==> src/hdl/vssm_pkg.sv <==
// ----------------------------------------------------------------------------
// vssm_pkg
// Shared types and constants of the volume segment sector mapper: transaction
// payloads, segment table entry layout and controller states.
// ----------------------------------------------------------------------------
package vssm_pkg;

  localparam int SectorW      = 48;
  localparam int ExtentW      = 32;
  localparam int ExtSizeW     = 25;
  localparam int EntryIdxW    = 4;
  localparam int SegEntries   = 16;
  localparam int SegAddrW     = (SegEntries > 1) ? $clog2(SegEntries) : 1;
  localparam int ExtSizeReset = 8192;

  // Radix-4 divider: two quotient bits per cycle.
  localparam int DivIters = SectorW / 2;
  localparam int DivCntW  = $clog2(DivIters);

  localparam logic ActTranslate = 1'b0;
  localparam logic ActWrite     = 1'b1;

  typedef struct packed {
    logic                 action;
    logic [SectorW-1:0]   sector;
    logic [EntryIdxW-1:0] entry_index;
    logic                 entry_valid;
    logic [ExtentW-1:0]   seg_start_extent;
    logic [ExtentW-1:0]   seg_extent_count;
    logic [ExtentW-1:0]   seg_pv_start_extent;
    logic [SectorW-1:0]   seg_pv_base_sector;
  } vssm_req_t;

  typedef struct packed {
    logic [SectorW-1:0]   mapped_sector;
    logic                 hit;
    logic [EntryIdxW-1:0] hit_entry;
  } vssm_res_t;

  typedef struct packed {
    logic [ExtentW-1:0] first_extent;
    logic [ExtentW-1:0] length;
    logic [ExtentW-1:0] phys_extent;
    logic [SectorW-1:0] phys_base;
  } seg_entry_t;

  typedef struct packed {
    logic                we;
    logic [SegAddrW-1:0] addr;
    logic                valid;
    seg_entry_t          entry;
  } seg_wr_t;

  typedef struct packed {
    logic                 start;
    logic [SectorW-1:0]   dividend;
    logic [ExtSizeW-1:0]  divisor;
  } div_req_t;

  typedef struct packed {
    logic                 done;
    logic [SectorW-1:0]   quotient;
    logic [ExtSizeW-1:0]  remainder;
  } div_rsp_t;

  typedef enum logic [2:0] {
    StIdle,
    StDiv,
    StSearch,
    StSum,
    StMul,
    StAdd
  } vssm_state_e;

endpackage

==> src/hdl/volume_segment_sector_mapper_core.sv <==
// ----------------------------------------------------------------------------
// volume_segment_sector_mapper_core
// Translates logical sectors to physical sectors through a table of linear
// segments, and loads table entries on request.
// ----------------------------------------------------------------------------
// A transaction is accepted when start is high and busy is low. Every
// transaction produces exactly one result, shown on res_o for a single cycle
// while res_valid_o is high; the receiver cannot stall it, so it must take the
// result in that cycle. A table write completes at the accept edge, its result
// (all zero) appears in the next cycle and busy stays low, so writes can follow
// back to back. A translation keeps busy high, and its result appears in the
// first cycle in which busy is low again. It passes the radix-4 divider that
// splits the sector into extent and offset (its iterations, and the cycle in
// which the controller sees it finish), a scan of up to 16 table entries
// through the single registered read port of the segment memory, and the
// add, multiply and final add. A miss is known after all 16 entries are
// checked. The table is marked invalid at reset by per-entry valid flags, so
// no clearing pass is needed. The extent size register may only be written
// while busy is low.
// ----------------------------------------------------------------------------
module volume_segment_sector_mapper_core (
  input  logic                              clk_i,
  input  logic                              rst_ni,
  input  logic                              start,
  output logic                              busy,
  input  vssm_pkg::vssm_req_t               req_i,
  input  logic                              cfg_we_i,
  input  logic [vssm_pkg::ExtSizeW-1:0]     cfg_wdata_i,
  output logic                              res_valid_o,
  output vssm_pkg::vssm_res_t               res_o
);

  // Configuration: sectors per extent. A value of zero acts as one.
  logic [vssm_pkg::ExtSizeW-1:0] ext_size_q;
  logic [vssm_pkg::ExtSizeW-1:0] ext_size_eff;

  always_ff @(posedge clk_i or negedge rst_ni) begin
    if (!rst_ni) begin
      ext_size_q <= vssm_pkg::ExtSizeW'(vssm_pkg::ExtSizeReset);
    end else if (cfg_we_i) begin
      ext_size_q <= cfg_wdata_i;
    end
  end

  assign ext_size_eff = (ext_size_q == '0) ? vssm_pkg::ExtSizeW'(1) : ext_size_q;

  vssm_pkg::vssm_state_e state_q, state_d;

  logic accept;
  logic accept_wr;
  logic accept_tr;

  assign busy      = (state_q != vssm_pkg::StIdle);
  assign accept    = start && !busy;
  assign accept_wr = accept && (req_i.action == vssm_pkg::ActWrite);
  assign accept_tr = accept && (req_i.action == vssm_pkg::ActTranslate);

  // Divider splits the sector into extent number and offset.
  vssm_pkg::div_req_t div_req;
  vssm_pkg::div_rsp_t div_rsp;

  assign div_req.start    = accept_tr;
  assign div_req.dividend = req_i.sector;
  assign div_req.divisor  = ext_size_eff;

  vssm_div u_div (
    .clk_i  (clk_i),
    .rst_ni (rst_ni),
    .req_i  (div_req),
    .rsp_o  (div_rsp)
  );

  // Segment table. Writes land at the accept edge of a write transaction.
  // Entry indexes beyond the table are dropped.
  vssm_pkg::seg_wr_t             seg_wr;
  logic [vssm_pkg::SegAddrW-1:0] rd_ptr_q, rd_ptr_d;
  logic                          seg_rvalid;
  vssm_pkg::seg_entry_t          seg_rdata;

  always_comb begin
    seg_wr.we    = accept_wr && (32'(req_i.entry_index) < vssm_pkg::SegEntries);
    seg_wr.addr  = vssm_pkg::SegAddrW'(req_i.entry_index);
    seg_wr.valid = req_i.entry_valid;
    seg_wr.entry.first_extent = req_i.seg_start_extent;
    seg_wr.entry.length       = req_i.seg_extent_count;
    seg_wr.entry.phys_extent  = req_i.seg_pv_start_extent;
    seg_wr.entry.phys_base    = req_i.seg_pv_base_sector;
  end

  vssm_seg_ram u_seg_ram (
    .clk_i    (clk_i),
    .rst_ni   (rst_ni),
    .wr_i     (seg_wr),
    .raddr_i  (rd_ptr_q),
    .rvalid_o (seg_rvalid),
    .rdata_o  (seg_rdata)
  );

  // Scan pipeline: the read for entry k is issued while entry k-1 is checked.
  logic                          chk_vld_q, chk_vld_d;
  logic [vssm_pkg::SegAddrW-1:0] chk_idx_q, chk_idx_d;
  logic                          chk_last;
  logic                          seg_match;
  logic [vssm_pkg::SectorW-1:0]  ext_diff;

  assign chk_last = (chk_idx_q == vssm_pkg::SegAddrW'(vssm_pkg::SegEntries - 1));
  assign ext_diff = div_rsp.quotient - vssm_pkg::SectorW'(seg_rdata.first_extent);

  // The extent must lie at or above the segment start and inside its length;
  // the quotient is compared at full width, so extents beyond 32 bits do not wrap.
  assign seg_match = chk_vld_q && seg_rvalid &&
                     (div_rsp.quotient >= vssm_pkg::SectorW'(seg_rdata.first_extent)) &&
                     (ext_diff < vssm_pkg::SectorW'(seg_rdata.length));

  // Datapath registers for the matched segment.
  logic [vssm_pkg::ExtentW-1:0]   diff_q, diff_d;
  logic [vssm_pkg::ExtentW-1:0]   pext_q, pext_d;
  logic [vssm_pkg::SectorW-1:0]   base_q, base_d;
  logic [vssm_pkg::EntryIdxW-1:0] hit_idx_q, hit_idx_d;
  logic [vssm_pkg::ExtentW:0]     psum_q, psum_d;
  logic [vssm_pkg::SectorW-1:0]   prod_q, prod_d;
  logic [vssm_pkg::ExtentW+vssm_pkg::ExtSizeW:0] prod_full;

  assign prod_full = psum_q * ext_size_eff;

  logic                res_valid_q, res_valid_d;
  vssm_pkg::vssm_res_t res_q, res_d;

  // Next-state logic.
  always_comb begin
    state_d = state_q;
    unique case (state_q)
      vssm_pkg::StIdle: begin
        if (accept_tr) begin
          state_d = vssm_pkg::StDiv;
        end
      end
      vssm_pkg::StDiv: begin
        if (div_rsp.done) begin
          state_d = vssm_pkg::StSearch;
        end
      end
      vssm_pkg::StSearch: begin
        if (seg_match) begin
          state_d = vssm_pkg::StSum;
        end else if (chk_vld_q && chk_last) begin
          state_d = vssm_pkg::StIdle;
        end
      end
      vssm_pkg::StSum: state_d = vssm_pkg::StMul;
      vssm_pkg::StMul: state_d = vssm_pkg::StAdd;
      vssm_pkg::StAdd: state_d = vssm_pkg::StIdle;
      default:         state_d = vssm_pkg::StIdle;
    endcase
  end

  // Output and datapath logic.
  always_comb begin
    rd_ptr_d    = rd_ptr_q;
    chk_vld_d   = 1'b0;
    chk_idx_d   = chk_idx_q;
    diff_d      = diff_q;
    pext_d      = pext_q;
    base_d      = base_q;
    hit_idx_d   = hit_idx_q;
    psum_d      = psum_q;
    prod_d      = prod_q;
    res_valid_d = 1'b0;
    res_d       = res_q;
    unique case (state_q)
      vssm_pkg::StIdle: begin
        if (accept_wr) begin
          res_valid_d = 1'b1;
          res_d       = '0;
        end
      end
      vssm_pkg::StDiv: begin
        rd_ptr_d = '0;
      end
      vssm_pkg::StSearch: begin
        rd_ptr_d  = rd_ptr_q + 1'b1;
        chk_vld_d = 1'b1;
        chk_idx_d = rd_ptr_q;
        if (seg_match) begin
          chk_vld_d = 1'b0;
          diff_d    = ext_diff[vssm_pkg::ExtentW-1:0];
          pext_d    = seg_rdata.phys_extent;
          base_d    = seg_rdata.phys_base;
          hit_idx_d = vssm_pkg::EntryIdxW'(chk_idx_q);
        end else if (chk_vld_q && chk_last) begin
          // No valid segment covers the extent.
          res_valid_d = 1'b1;
          res_d       = '0;
        end
      end
      vssm_pkg::StSum: begin
        psum_d = {1'b0, pext_q} + {1'b0, diff_q};
      end
      vssm_pkg::StMul: begin
        prod_d = prod_full[vssm_pkg::SectorW-1:0];
      end
      vssm_pkg::StAdd: begin
        res_valid_d         = 1'b1;
        res_d.mapped_sector = base_q + prod_q + vssm_pkg::SectorW'(div_rsp.remainder);
        res_d.hit           = 1'b1;
        res_d.hit_entry     = hit_idx_q;
      end
      default: begin
        res_valid_d = 1'b0;
      end
    endcase
  end

  always_ff @(posedge clk_i or negedge rst_ni) begin
    if (!rst_ni) begin
      state_q     <= vssm_pkg::StIdle;
      res_valid_q <= 1'b0;
      chk_vld_q   <= 1'b0;
      rd_ptr_q    <= '0;
    end else begin
      state_q     <= state_d;
      res_valid_q <= res_valid_d;
      chk_vld_q   <= chk_vld_d;
      rd_ptr_q    <= rd_ptr_d;
    end
  end

  always_ff @(posedge clk_i) begin
    chk_idx_q <= chk_idx_d;
    diff_q    <= diff_d;
    pext_q    <= pext_d;
    base_q    <= base_d;
    hit_idx_q <= hit_idx_d;
    psum_q    <= psum_d;
    prod_q    <= prod_d;
    res_q     <= res_d;
  end

  assign res_valid_o = res_valid_q;
  assign res_o       = res_q;

  // A write transaction is answered in the very next cycle with a miss.
  a_write_answer: assert property (@(posedge clk_i) disable iff (!rst_ni)
    accept_wr |=> (res_valid_o && !res_o.hit))
    else $error("write transaction not answered in the next cycle");

  // A miss carries a zero sector and a zero entry index.
  a_miss_zero: assert property (@(posedge clk_i) disable iff (!rst_ni)
    (res_valid_o && !res_o.hit) |-> (res_o.mapped_sector == '0 && res_o.hit_entry == '0))
    else $error("miss result carries nonzero fields");

  // The divider only finishes while the controller waits for it.
  a_div_done_state: assert property (@(posedge clk_i) disable iff (!rst_ni)
    div_rsp.done |-> (state_q == vssm_pkg::StDiv))
    else $error("divider finished outside the divide state");

  // A translation keeps the block busy and gives no result in the next cycle.
  a_translate_busy: assert property (@(posedge clk_i) disable iff (!rst_ni)
    accept_tr |=> (busy && !res_valid_o))
    else $error("translation did not hold the block busy");

endmodule

==> src/hdl/vssm_div.sv <==
// ----------------------------------------------------------------------------
// vssm_div
// Iterative unsigned divider, sector by extent size, two restoring steps per
// cycle. Results hold until the next start.
// ----------------------------------------------------------------------------
module vssm_div (
  input  logic               clk_i,
  input  logic               rst_ni,
  input  vssm_pkg::div_req_t req_i,
  output vssm_pkg::div_rsp_t rsp_o
);

  logic                             run_q, run_d;
  logic                             done_q, done_d;
  logic [vssm_pkg::DivCntW-1:0]     cnt_q, cnt_d;
  logic [vssm_pkg::SectorW-1:0]     work_q, work_d;
  logic [vssm_pkg::ExtSizeW-1:0]    rem_q, rem_d;
  logic [vssm_pkg::ExtSizeW-1:0]    dvs_q, dvs_d;

  always_comb begin
    logic [vssm_pkg::ExtSizeW:0]  r;
    logic [vssm_pkg::SectorW-1:0] w;
    logic [vssm_pkg::ExtSizeW:0]  rr;
    run_d  = run_q;
    done_d = 1'b0;
    cnt_d  = cnt_q;
    work_d = work_q;
    rem_d  = rem_q;
    dvs_d  = dvs_q;
    w      = work_q;
    rr     = {1'b0, rem_q};
    for (int s = 0; s < 2; s++) begin
      r = {rr[vssm_pkg::ExtSizeW-1:0], w[vssm_pkg::SectorW-1]};
      w = {w[vssm_pkg::SectorW-2:0], 1'b0};
      if (r >= {1'b0, dvs_q}) begin
        r    = r - {1'b0, dvs_q};
        w[0] = 1'b1;
      end
      rr = r;
    end
    if (req_i.start) begin
      run_d  = 1'b1;
      cnt_d  = '0;
      work_d = req_i.dividend;
      rem_d  = '0;
      dvs_d  = req_i.divisor;
    end else if (run_q) begin
      work_d = w;
      rem_d  = rr[vssm_pkg::ExtSizeW-1:0];
      cnt_d  = cnt_q + 1'b1;
      if (cnt_q == vssm_pkg::DivCntW'(vssm_pkg::DivIters - 1)) begin
        run_d  = 1'b0;
        done_d = 1'b1;
      end
    end
  end

  always_ff @(posedge clk_i or negedge rst_ni) begin
    if (!rst_ni) begin
      run_q  <= 1'b0;
      done_q <= 1'b0;
      cnt_q  <= '0;
    end else begin
      run_q  <= run_d;
      done_q <= done_d;
      cnt_q  <= cnt_d;
    end
  end

  always_ff @(posedge clk_i) begin
    work_q <= work_d;
    rem_q  <= rem_d;
    dvs_q  <= dvs_d;
  end

  assign rsp_o.done      = done_q;
  assign rsp_o.quotient  = work_q;
  assign rsp_o.remainder = rem_q;

endmodule

==> src/hdl/vssm_seg_ram.sv <==
// ----------------------------------------------------------------------------
// vssm_seg_ram
// Segment table: one write port, one registered read port, and per-entry
// valid flags that reset clears.
// ----------------------------------------------------------------------------
module vssm_seg_ram (
  input  logic                            clk_i,
  input  logic                            rst_ni,
  input  vssm_pkg::seg_wr_t               wr_i,
  input  logic [vssm_pkg::SegAddrW-1:0]   raddr_i,
  output logic                            rvalid_o,
  output vssm_pkg::seg_entry_t            rdata_o
);

  vssm_pkg::seg_entry_t           mem [vssm_pkg::SegEntries];
  logic [vssm_pkg::SegEntries-1:0] valid_q;

  always_ff @(posedge clk_i) begin
    if (wr_i.we) begin
      mem[wr_i.addr] <= wr_i.entry;
    end
    rdata_o <= mem[raddr_i];
  end

  always_ff @(posedge clk_i or negedge rst_ni) begin
    if (!rst_ni) begin
      valid_q  <= '0;
      rvalid_o <= 1'b0;
    end else begin
      if (wr_i.we) begin
        valid_q[wr_i.addr] <= wr_i.valid;
      end
      rvalid_o <= valid_q[raddr_i];
    end
  end

endmodule
==> config.mk <==
export PLATFORM = sky130hd
export DESIGN_NAME = volume_segment_sector_mapper_core
export DESIGN_NICKNAME = d
export VERILOG_FILES = /design/src/hdl/vssm_pkg.sv /design/src/hdl/volume_segment_sector_mapper_core.sv /design/src/hdl/vssm_div.sv /design/src/hdl/vssm_seg_ram.sv
export SDC_FILE = /design/constraint.sdc
export NUM_CORES = 2
export LEC_CHECK = 0
export BUFFER_PORTS_ARGS = -buffer_cell sky130_fd_sc_hd__buf_2
export CELL_PAD_IN_SITES_DETAIL_PLACEMENT = 1
export CELL_PAD_IN_SITES_GLOBAL_PLACEMENT = 1
export CORE_UTILIZATION = 35
export CTS_CLUSTER_DIAMETER = 60
export DETAILED_ROUTE_END_ITERATION = 7
export PLACE_DENSITY = 0.67
export SETUP_SLACK_MARGIN = 0.5
export SYNTH_ARGS = -nofsm -noshare
export SYNTH_HDL_FRONTEND = slang
export SYNTH_SLANG_ARGS = --single-unit
==> constraint.sdc <==
create_clock -name clk_i -period 17.4 [get_ports clk_i]
set_input_delay 1.74 -clock clk_i [delete_from_list [all_inputs] [get_ports clk_i]]
set_output_delay 1.74 -clock clk_i [all_outputs]
set_load 0.03 [all_outputs]
---- After elaboration in Yosys (flattened, before gate mapping) ----
Memory sizes are Yosys's and may differ from the RTL's. A register that Yosys moved wholly into a read port is not among the register bits.
Index checks and enable logic that the tools add are counted.
operators by class
  bitwise gates (word level) .............. 1
  multiply operators ...................... 1
  reductions and logical operators ........ 18
  eq/ne operators ......................... 13
  $lt $le $gt $ge ......................... 7
  add/subtract/negate cells ............... 8
  multiplexer cells ....................... 37
operators by type and width
  cell                  count
  $mux W53              3
  $pmux W53 S3          1
  $mux W48              2
  $mux W25              3
  $ge A26 B25 Y1        2
  $sub A25 B25 Y25      2
  $add A48 B25 Y48      1
  $add A48 B48 Y48      1
  $ge A48 B32 Y1        1
  $lt A48 B32 Y1        1
  $mul A33 B25 Y48      1
  $sub A48 B32 Y48      1
  $add A32 B32 Y33      1
  $logic_not A25 Y1     1
  $bwmux W16            1
  $mux W1               16
  $pmux W3 S5           1
  $mux W3               4
  $lt A4 B5 Y1 const B  2
  $mux W5               2
  $logic_and A1 B1 Y1   8
  $ne A2 B2 Y1 const B  4
  $pmux W4 S2           1
  $eq A3 B2 Y1 const B  2
  other kinds (20)      23
storage, ports and cells
  RAM bits ................................ 2,304
  word-level logic and storage cells ...... 109
  bits in registers ....................... 410
  memories kept ........................... 1
  output and inout bits ................... 55
  input bits .............................. 227
memory list
  name           words  bits a word  read ports  clocked after Yosys merged registers in  write ports  line                RTL
  u_seg_ram.mem  16     144          1           1                                        1            vssm_seg_ram.sv:15  vssm_pkg::seg_entry_t mem [vssm_pkg::SegEntries];

---- Depth between registers and ports, before layout ----
  word-level depth ........................ 6
  depth in mapped cells ................... 29
  gate-level depth less buffers ........... 26

---- Cells and area by module ----
Synthesis repeated with hierarchy kept, for this count alone.
second synthesis, totals
  cell total of the unflattened synthesis .. 8,829
  area total of the unflattened synthesis .. 138,738.1 um^2
modules (own cells, without submodules)
  module                             sequential area each (um^2)  cells an instance  area each (um^2)  times used
  vssm_seg_ram                       72,494.5                     3,808              90,060.1          1
  volume_segment_sector_mapper_core  8,479.4                      4,302              41,553.6          1
  vssm_div                           2,867.8                      719                7,124.3           1

---- Least setup slack after synthesis ----
OpenSTA, ideal clock, no wires.
  kind .................................... input -> register
  from .................................... input req_i[197] (netlist name)
  to ...................................... register u_seg_ram.valid_q[0] (netlist name)
  buffers on the path ..................... 0
  setup time .............................. 0.116 ns
  required time ........................... 17.284 ns
  setup slack ............................. 3.927 ns
  arrival ................................. 13.358 ns
  stages on the path ...................... 4
  cells stage by stage .................... nand3_1 > or3_1 > nor3_1 > mux2_2
on the way
  longest elaborated chain between the ends .. 1
RTL lines
  what                             line                                     RTL
  from (decl)                      volume_segment_sector_mapper_core.sv:26  input vssm_pkg::vssm_req_t req_i,
  $logic_and A1 B1 Y1              volume_segment_sector_mapper_core.sv:55  assign accept_wr = accept && (req_i.action == vssm_pkg::ActWrite);
  to (signal, indexed assignment)  vssm_seg_ram.sv:31                       valid_q[wr_i.addr] <= wr_i.valid;
  to (decl)                        vssm_seg_ram.sv:16                       logic [vssm_pkg::SegEntries-1:0] valid_q;
No other way between the ends.
A chain may end at the register's enable or synchronous reset.

---- Worst setup path in the final report ----
  from .................................... register u_div.work_q[0] (netlist name)
  to ...................................... register base_q[33] (netlist name), enable pin
on the way
  longest elaborated chain between the ends .. 4
  elaborated cells between the ends (all ways) .. 6
  those cells by class .................... 1 x add/sub; 2 x order compare; 3 x reduce/logical
RTL lines
  what                                line                                      RTL
  from (decl)                         vssm_div.sv:16                            logic [vssm_pkg::SectorW-1:0] work_q, work_d;
  from (signal assigned)              vssm_div.sv:71                            work_q <= work_d;
  $sub A48 B32 Y48                    volume_segment_sector_mapper_core.sv:107  assign ext_diff = div_rsp.quotient - vssm_pkg::SectorW'(seg_rdata.first_extent);
  named net ext_diff (one bit)        volume_segment_sector_mapper_core.sv:104  logic [vssm_pkg::SectorW-1:0] ext_diff;
  $lt A48 B32 Y1                      volume_segment_sector_mapper_core.sv:113  (ext_diff < vssm_pkg::SectorW'(seg_rdata.length));
  $logic_and A1 B1 Y1                 volume_segment_sector_mapper_core.sv:112  (div_rsp.quotient >= vssm_pkg::SectorW'(seg_rdata.first_extent)) &&
  $reduce_and A2 Y1 (no source line)  -
  to (signal assigned)                volume_segment_sector_mapper_core.sv:232  base_q <= base_d;
  to (decl)                           volume_segment_sector_mapper_core.sv:118  logic [vssm_pkg::SectorW-1:0] base_q, base_d;
The timed path passes the listed nets, and every way through them passes these cells.

==> flow_summary.toml <==
[status]
status = "finished, final reports clean"

[floorplan]
design.core.area_um2 = 397000
die_height_um = 634
ios = 282
initial_core_util_pct = 35.2
die_w_um = 634
die_area_um2 = 402000
rows = 231

[cells_and_area]
final_common_cell = "edfxtp_1"
syn2layout_area_growth_pct = 13.1
seqCellArea_um2 = 83900
fin_nets = 11146
drive_gt1_share_pct = 14.4
multiInputGateArea_um2 = 51000
fillCellCount = 40451
layout_common_cells = "edfxtp_1 (2631), inv_1 (872), nand2_1 (835)"

[synth]
synth.top_cell.area_share_pct = 56.5
synth_edf_count = 2631
yosys_warnings = 0
synthFlopType = "edfxtp_1"
avgSynthCellArea_um2 = 14.6
synthCells = 9585
ys_top_cells_by_area = "edfxtp_1 (57%), fa_1 (10%), mux4_2 (4.7%), mux2i_1 (3.3%), ha_1 (3.2%)"
async_flop_share_pct = 2.03
ys_seq_area_share_pct = 60.0
ys_seq_elements = 2858
syn_area_um2 = 140000
synth_area_leader_cell = "edfxtp_1"
yosys.cell_types.count = 88
synth_fp_nets = 10866

[timing]
drv_slew = 0
final-hold-violation-count = 0
grt_setup_unrepaired = "no"
post-route-period-util_pct = 51.8
tightest_slew_ns = 1.12
fin_setup_tns_ns = 0
clock_skew_ns = 0.0837
slew_headroom_pct = 25.2
fin_crit_ns = 9.02
max_freq_mhz = 111
setup_violations = 0

[placement]
port_buffers = 281
dp_hpwl_um = 267000
gp_congestion = 0.881

[drt]
vias_per_cell = 5.37
drt-initial-drc-count = 6585
wire_per_inst_um = 27.5
vias = 82708
drcViolationCount = 0
first_pass_iters = 5
ant_nets = 0
wl_um = 424000

[global_route]
antenna_found_initial = 103
track_usage_pct = 20.9
overflow = 0
grt_first_pass_wirelength_um = 617000
grt_pass1_vias = 90116
grt_start_max_net_pins = 131

[clock_tree]
hold_buffers = 0
clock-sinks = 2858
cts_buffer_depth = 4
cts_resized = 0
cts_root_buf = "clkbuf_16"
numCtsBuffers = 320
h-tree-depth = 5
clkSlewWorstSetupHoldPaths_ns = 0.06
postCtsSetupBuffers = 0
cts_tree = "built"
clk_latency_ns = 0.94

[power]
power_leakage_nw = 57.0
power.total_mw = 29.7
ir_worst_vdd_mv = 0.540
p_per_area_nw_per_um2 = 188

[critical_path]
cp_data_arrival_time_ns = 9.52
crit_required_ns = 17.91
crit_path_end_kind = "register"
path_class = "register to register"
worst_setup_path_start_kind = "register"
crit_path_max_fanout = 71

[min_path]
hp-class = "register to register"

[flow_run]
max_cap_violations = 0
[per-stage QoR]
step                      area (µm²)  worst slack (ns)  cells  util [%]  hold slack, ns
final                         158000              8.38  15407      39.8           0.388
after global routing          158000              7.77  15389      39.8           0.394
after CTS                     158000              8.45  15376      39.8           0.378
after detailed placement      147000              8.56  14785      37.2           0.390
after global placement        147000              8.52  14785      37.2           0.389
after floorplan               140000              3.93   9585         -           0.386
[cell usage after synthesis (57+ instances only)]
library cell / number
a21o_1: 97
a21oi_1: 366
a221oi_1: 150
a22oi_1: 151
and2_1: 365
buf_1: 74
clkbuf_1: 418
dfrtp_1: 57
dfxtp_1: 169
edfxtp_1: 2631
fa_1: 697
ha_1: 357
inv_1: 872
mux2_2: 194
mux2i_1: 455
mux4_2: 290
nand2_1: 836
nand3_1: 63
nor2_1: 194
o21ai_0: 410
xnor2_1: 132
xor2_1: 69
[power breakdown]
group          switching (mW)  internal, mW
Clock                    2.86          3.89
Combinational            8.92          5.70
Sequential              0.131          8.22
Total                    11.9          17.8
[routing by layer]
layer	track usage, %	up-vias	share of wire, %
met5	0	-	0.054
met4	7.35	38	3.8
met3	2.61	741	5.2
met2	36.2	2421	50
met1	26.9	43979	41
li1	-	35529	-
[cells by family (layout without fill, tap and decap cells)]
| logic type | after synthesis | in the layout | synth area share [%] |
|---|---|---|---|
| flops | 2858 | 2858 | 60.0 |
| fa+ha+maj | 1054 | 1054 | 13.2 |
| xor+xnor | 201 | 201 | 1.26 |
| other cells | 0 | 31 | 0 |
| compound gates | 1434 | 1434 | 6.50 |
| mux | 945 | 945 | 9.54 |
| simple gates | 1722 | 1722 | 5.85 |
| buf+inv | 1371 | 1920 | 3.69 |
[critical path, stage by stage, from the launching register on]
cell       delay [ns]
edfxtp_1         0.36
inv_1            0.09
ha_1             0.17
inv_1            0.06
fa_1             0.43
a211oi_1         0.34
o211ai_1         0.20
a211oi_1         0.53
nor4_1           0.10
a2111oi_0        0.41
buf_4            0.22
a31oi_1          0.25
a31oi_1          0.30
xnor2_1          0.18
ha_1             0.30
and3_1           0.15
o21ai_0          0.31
o211a_1          0.20
nand4_1          0.12
or4_1            0.54
or4_1            0.55
a2111oi_2        0.31
nand4b_1         0.15
or4b_1           0.54
nor3_4           0.13
buf_4            0.82
buf_4            0.73
[state kept, by name, summed over array words and instances, names as in the netlist, 32 cells and up]
signal,flops
base_q,48
u_div.work_q,48
u_seg_ram.rdata_o,144
psum_q,33
prod_q,48
diff_q,32
pext_q,32
res_o,53
u_seg_ram.mem,2304
[worst paths after layout]
| check | from | to | slack, ns | cells after the start |
|---|---|---|---|---|
| max reg2reg | u_div.work_q[0] | base_q[33] | 8.38 | 26 |
| min | u_seg_ram.rdata_o[17] | base_q[17] | 0.39 | 0 |
| min reg2reg | u_seg_ram.rdata_o[17] | base_q[17] | 0.39 | 0 |
| max | u_div.work_q[0] | base_q[33] | 8.38 | 26 |
| max in group asynchronous | rst_ni | rd_ptr_q[1] | 15.66 | 1 |
| min in group asynchronous | rst_ni | rd_ptr_q[0] | 0.99 | 1 |
[area by class of cell]
type,instances,area share (%)
Multi-Input combinational cell,5356,32.3
Clock inverter,171,1.20
Inverter,875,2.08
Clock buffer,420,5.42
Timing Repair Buffer,454,1.78
Tap cell,5242,4.15
Sequential cell,2858,53.1
Antenna cell,31,0.0491
No activity file was read; power rests on OpenSTA's default activity.
